$ cat src/rtl/mpss_pkg.sv
package mpss_pkg;

  localparam int RES_W = 5;
  localparam int RAND_W = 31;
  localparam int OP_W = 2;
  localparam int S_DATA_W = 48;
  localparam int M_DATA_W = 16;

  localparam logic [OP_W-1:0] OP_TRAIN = 2'd0;
  localparam logic [OP_W-1:0] OP_START = 2'd1;
  localparam logic [OP_W-1:0] OP_NEXT  = 2'd2;

  typedef enum logic [7:0] {
    S_CLEAR = 8'b0000_0001,
    S_IDLE  = 8'b0000_0010,
    S_TUPD  = 8'b0000_0100,
    S_RROW  = 8'b0000_1000,
    S_DIV   = 8'b0001_0000,
    S_SCAN  = 8'b0010_0000,
    S_EMIT  = 8'b0100_0000,
    S_SPARE = 8'b1000_0000
  } state_t;

endpackage

$ cat src/rtl/mpss_mod.sv
module mpss_mod #(
  parameter int DW = 26
) (
  input  logic                        clk,
  input  logic                        rst,
  input  logic                        go,
  input  logic [mpss_pkg::RAND_W-1:0] dividend,
  input  logic [DW-1:0]               divisor,
  output logic                        done,
  output logic [DW-1:0]               rem
);
  import mpss_pkg::*;

  localparam int CW = $clog2(RAND_W + 1);

  logic          busy;
  logic [CW-1:0] cnt;
  logic [RAND_W-1:0] dvd;
  logic [DW-1:0] d;
  logic [DW:0]   trial;
  logic [DW:0]   diff;

  assign trial = {rem, dvd[RAND_W-1]};
  assign diff = trial - {1'b0, d};

  always_ff @(posedge clk) begin
    if (rst) begin
      busy <= 1'b0;
      done <= 1'b0;
      cnt <= '0;
    end else begin
      done <= 1'b0;
      if (go) begin
        busy <= 1'b1;
        cnt <= '0;
        dvd <= dividend;
        d <= divisor;
        rem <= '0;
      end else if (busy) begin
        dvd <= {dvd[RAND_W-2:0], 1'b0};
        if (trial >= {1'b0, d}) begin
          rem <= diff[DW-1:0];
        end else begin
          rem <= trial[DW-1:0];
        end
        cnt <= cnt + 1'b1;
        if (cnt == CW'(RAND_W - 1)) begin
          busy <= 1'b0;
          done <= 1'b1;
        end
      end
    end
  end

endmodule

$ cat config.mk
export PLATFORM = sky130hd
export DESIGN_NAME = mpss_mod
export DESIGN_NICKNAME = d
export VERILOG_FILES = /design/src/rtl/mpss_pkg.sv /design/src/rtl/mpss_mod.sv
export SDC_FILE = /design/constraint.sdc
export NUM_CORES = 1
export LEC_CHECK = 0
export BUFFER_PORTS_ARGS = -buffer_cell sky130_fd_sc_hd__clkbuf_2
export CAP_MARGIN = 0
export CORE_MARGIN = 1
export CORE_UTILIZATION = 55
export CTS_BUF_LIST = sky130_fd_sc_hd__clkbuf_8 sky130_fd_sc_hd__clkbuf_16
export CTS_CLUSTER_DIAMETER = 60
export DETAILED_ROUTE_END_ITERATION = 8
export PLACE_DENSITY = 0.79
export SETUP_SLACK_MARGIN = 0.5
export SKIP_LAST_GASP = 1
export SYNTH_ARGS = -nofsm -noshare
export SYNTH_HDL_FRONTEND = slang
export SYNTH_SLANG_ARGS = --single-unit
$ cat constraint.sdc
create_clock -name clk -period 10.6 [get_ports clk]
set_input_delay 1.06 -clock clk [delete_from_list [all_inputs] [get_ports clk]]
set_output_delay 1.06 -clock clk [all_outputs]
set_load 0.01 [all_outputs]
# Yosys cells after proc, flatten, opt, wreduce, memory -nomap -nowiden
# Cells that the tools add are included.
# op_classes
addsub,2
eq_ne,1
bitwise_logic,2
n_mux,8
reduce_logical,5
n_lt_le_gt_ge,1
# op_table
operator,n
31-bit 2-to-1 mux,2
26-bit 2-to-1 mux,2
27-bit by 26-bit >= comparator with 1-bit output,1
26-bit subtractor,1
5-bit by 1-bit adder with 5-bit output (second input constant),1
5-bit == test (second input constant),1
1-bit 2-to-1 mux,4
2-bit AND reduction,2
3-bit OR reduction,1
1-bit NOT,2
2-bit nonzero test,1
2-bit OR reduction,1
# totals
register_bits,90
output_inout_bits,27

# Logic depth before layout (Yosys ltp)
# logic_depth
ltp_word,4
ltp_mapped,13
ltp_nobuf,11

# Worst setup path before layout
# Ideal clock, no wire load.
# synth_path
kind,input-to-reg
startpoint,in go
endpoint,"reg dvd[0], enable pin"
setup_ns,0.472
setup_slack_ns,6.127
n_path_buf,2
required_time_ns,10.128
cell_stages,4
t_arrival_ns,4.001
cell_sequence,clkbuf_1 buf_1 nor2_1 nor2_1
# synth_between
elab_chain_len,2
# synth_lines
item,line,source
start: declaration,mpss_mod.sv:6,"input logic go,"
2-bit nonzero test (no line),n/a,
2-bit AND reduction (no line),n/a,
end signal: assignment,mpss_mod.sv:36,dvd <= dividend;
end signal: assignment,mpss_mod.sv:40,"dvd <= {dvd[RAND_W-2:0], 1'b0};"
end: declaration,mpss_mod.sv:18,logic [RAND_W-1:0] dvd;
# No other way between the ends.
# A chain may end at the register's enable or synchronous reset.

# Worst setup path after layout
# layout_path
startpoint,reg rem[21]
endpoint,reg rem[9] (data pin)
# layout_between
elab_chain_len,3
# layout_lines
item,line,source
start: declaration,mpss_mod.sv:10,output logic [DW-1:0] rem
start signal: assignment,mpss_mod.sv:42,rem <= diff[DW-1:0];
start signal: assignment,mpss_mod.sv:44,rem <= trial[DW-1:0];
27-bit by 26-bit >= comparator with 1-bit output,mpss_mod.sv:41,"if (trial >= {1'b0, d}) begin"
26-bit 2-to-1 mux,mpss_mod.sv:41,
26-bit 2-to-1 mux,mpss_mod.sv:39,end else if (busy) begin
# No other way between the ends. The select of a mux whose other input is x is not followed.

==> flow_summary.json <==
{
  "ctsResizeCount": 0,
  "avgSynthCellArea_um2": 11.0,
  "drc": 3,
  "antennaDiodeCount": 0,
  "path_delay_family": "compound AO/OA/AOI/OAI gates",
  "die_x_um": 98.1,
  "route.vias.total": 3832,
  "ir_worst_vdd_v": 0.0000800,
  "worst_path_max_delay_cell": "a21o_1",
  "cellLeakagePower_nw": 2.46,
  "fin_util": 0.655,
  "wire_per_inst_um": 15.8,
  "final.period_utilization": 0.308,
  "die_area_um2": 9630,
  "drt-vias-per-instance": 5.80,
  "hold_start": "cnt[4]",
  "timing.final.ws_setup_ps": 7330,
  "intPower_mw": 0.625,
  "arrival_ps": 3400,
  "num-fill-cells": 721,
  "r2r_setup_slack_ps": 7330,
  "combinationalPowerShare": 0.284,
  "clkPwrFrac": 0.247,
  "start_kind": "register",
  "setup_tns_ps": 0,
  "slew_viol_final": 0,
  "post-place-ws_ps": 7260,
  "hold-worst-slack_ps": 526,
  "wl_um": 10400,
  "cts_tree": "built",
  "critPathRequiredTime_ps": 10730,
  "drive_gt1_frac": 0.271,
  "grt_first_pass_wirelength_um": 17100,
  "synth_edf_count": 83,
  "netSwitchingPower_mw": 0.314,
  "dr.pass1.iters": 7,
  "path_buf_inv": 0,
  "clock_sinks": 90,
  "clk_pin_slew_ps": 100,
  "gp_congestion": 0.865,
  "synth_top_flop_cell": "edfxtp_1",
  "num_io_pins": 87,
  "ys_async_sr_fraction": 0,
  "seqPwrFrac": 0.470,
  "io_buffers": 86,
  "min_path_type": "register to register",
  "max_freq_ghz": 0.306,
  "track_usage": 0.223,
  "p_per_area_nw_per_um2": 162,
  "outcome": "finished with violations",
  "fin_nets": 637,
  "htree_levels": 3,
  "drt-initial-drc-count": 206,
  "post-cts-setup-buffers": 0,
  "violations": "design-rule violations",
  "syn_inst": 464,
  "syn_nets": 553,
  "detail-route-antenna-nets": 0,
  "r2r-start": "rem[21]",
  "cts_buffer_depth": 2,
  "die_h_um": 98.1,
  "slew_headroom": 0.419,
  "final-hold-violation-count": 0,
  "maxCapViolations": 0,
  "rr_worst_depth": 9,
  "endpoint_kind": "register",
  "worst-slew-pin-transition_ps": 872,
  "ys_warn_count": 0,
  "grt_max_degree": 60,
  "synth_seq_cells": 90,
  "yosysUniqueCellTypes": 55,
  "cp_max_fo": 25,
  "start_util": 0.574,
  "grt_pass1_vias": 3830,
  "area.growth.synth_to_final_pct": 14.1,
  "antenna_found_initial": 0,
  "rsz0062_at_grt": "false",
  "synth_area_um2": 5080,
  "gr-total-overflow": 0,
  "hold_end": "cnt[4]",
  "whs_path_depth": 2,
  "seq_area_frac_synth": 0.518,
  "cts_hold_buf": 0,
  "rows": 34,
  "worst_path_largest_cell_delay_ps": 750,
  "p_sw_frac": 0.334,
  "clock-root-buffer": "clkbuf_8",
  "core_area_um2": 8850,
  "dp_hpwl_um": 7320,
  "critPathKind": "register to register",
  "insertion_delay_ps": 370,
  "path_cells": "ha_1 > a21o_1 > a21oi_1 > a21boi_1 > o21ai_0 > a21oi_1 > a21o_1 > nor2_1 > a31o_2",
  "min_period_ps": 3270,
  "setup_violations": 0,
  "cts_inserted_buffers": 9,
  "fin_worst_skew_ps": 10.4,
  "r2r-end": "rem[9]"
}
[state kept, by name, indices dropped and copies added, names as in the netlist]
name and flops:
busy 1, rem 26, done 1, dvd 31
d 26, cnt 5
[metrics by stage]
stage / instance area, µm² / total power, mW / std cells
after detailed placement: 5610 / 0.711 / 645
after global placement: 5610 / 0.704 / 645
after global routing: 5800 / 0.984 / 661
after floorplan: 5080 / 0.644 / 464
final: 5800 / 0.939 / 661
after CTS: 5800 / 0.941 / 661
[cell type report]
class / instances / area (µm²) / share of cell area
flip-flops and latches: 90 / 2630 / 0.454
multi-input cells: 316 / 2220 / 0.384
repair buffers: 90 / 460 / 0.0794
inverters: 41 / 154 / 0.0265
well taps: 108 / 135 / 0.0233
clock buffers: 9 / 124 / 0.0214
clock inverters: 7 / 67.6 / 0.0117
[routing by layer]
layer  vias up  GRT usage  share of wire
met5         -          0              0
met4         0     0.0897          0.019
met3        26     0.0623          0.075
met2       145      0.372           0.47
met1      1795      0.272           0.43
li1       1866          -              -
[worst min-delay path, delay by kind of cell, from the launching register on]
kind,cells,cell delay [ps]
DFF,1,350
xor gates and xnor gates,1,70
and+or+nand+nor,1,70
[cell families (layout without fill, tap and decap cells)]
family,count (synthesis),after routing,synth area share
AND/OR/NAND/NOR,133,133,0.125
flip-flops,90,90,0.518
XOR/XNOR,19,19,0.0328
multiplexers,30,30,0.0665
adder cells (fa/ha/maj),29,29,0.0729
buffers and inverters,58,147,0.0460
AO/OA/AOI/OAI,105,105,0.139
[synthesized netlist by cell type, types with 9 or more instances]
library cell  number  area [µm²]
xnor2_1           10        87.6
ha_1              28         350
nand2_1           43         161
o21ai_0           18        90.1
inv_1             41         154
mux2_2            30         338
xor2_1             9        78.8
edfxtp_1          83        2490
a211oi_1          11        82.6
nand3_1           17        85.1
a21oi_1           35         175
nor2_1            32         120
[worst max path at each step]
| stage | start | to | slack [ps] | cells after the start |
|---|---|---|---|---|
| finish | rem[21] | rem[9] | 7330 | 9 |
| global route | rem[9] | rem[20] | 7120 | 10 |
| CTS | rem[21] | rem[23] | 7390 | 9 |
| detailed placement | go | rem[6] | 7260 | 5 |
| global placement | go | rem[7] | 7310 | 5 |
| floorplan | go | dvd[0] | 6130 | 4 |
[power by group through the flow]
stage | Combinational, mW | Sequential (mW) | Clock (mW)
6_report | 0.266 | 0.441 | 0.232
3_3_place_gp | 0.256 | 0.448 | 0
2_1_floorplan | 0.193 | 0.451 | 0
4_1_cts | 0.264 | 0.441 | 0.236
5_1_grt | 0.295 | 0.444 | 0.244
3_5_place_dp | 0.262 | 0.449 | 0
[cell usage in the layout, fill, tap and decap left out, drive strengths merged, types with 9 or more instances in the layout]
master / n
xnor2: 10
a21oi: 37
inv: 46
a211oi: 11
o21ai: 18
edfxtp: 83
nand3: 18
nor2: 32
nand2: 45
clkbuf: 95
xor2: 9
mux2: 30
ha: 28
Note: power is estimated with default switching activity, not from simulation.
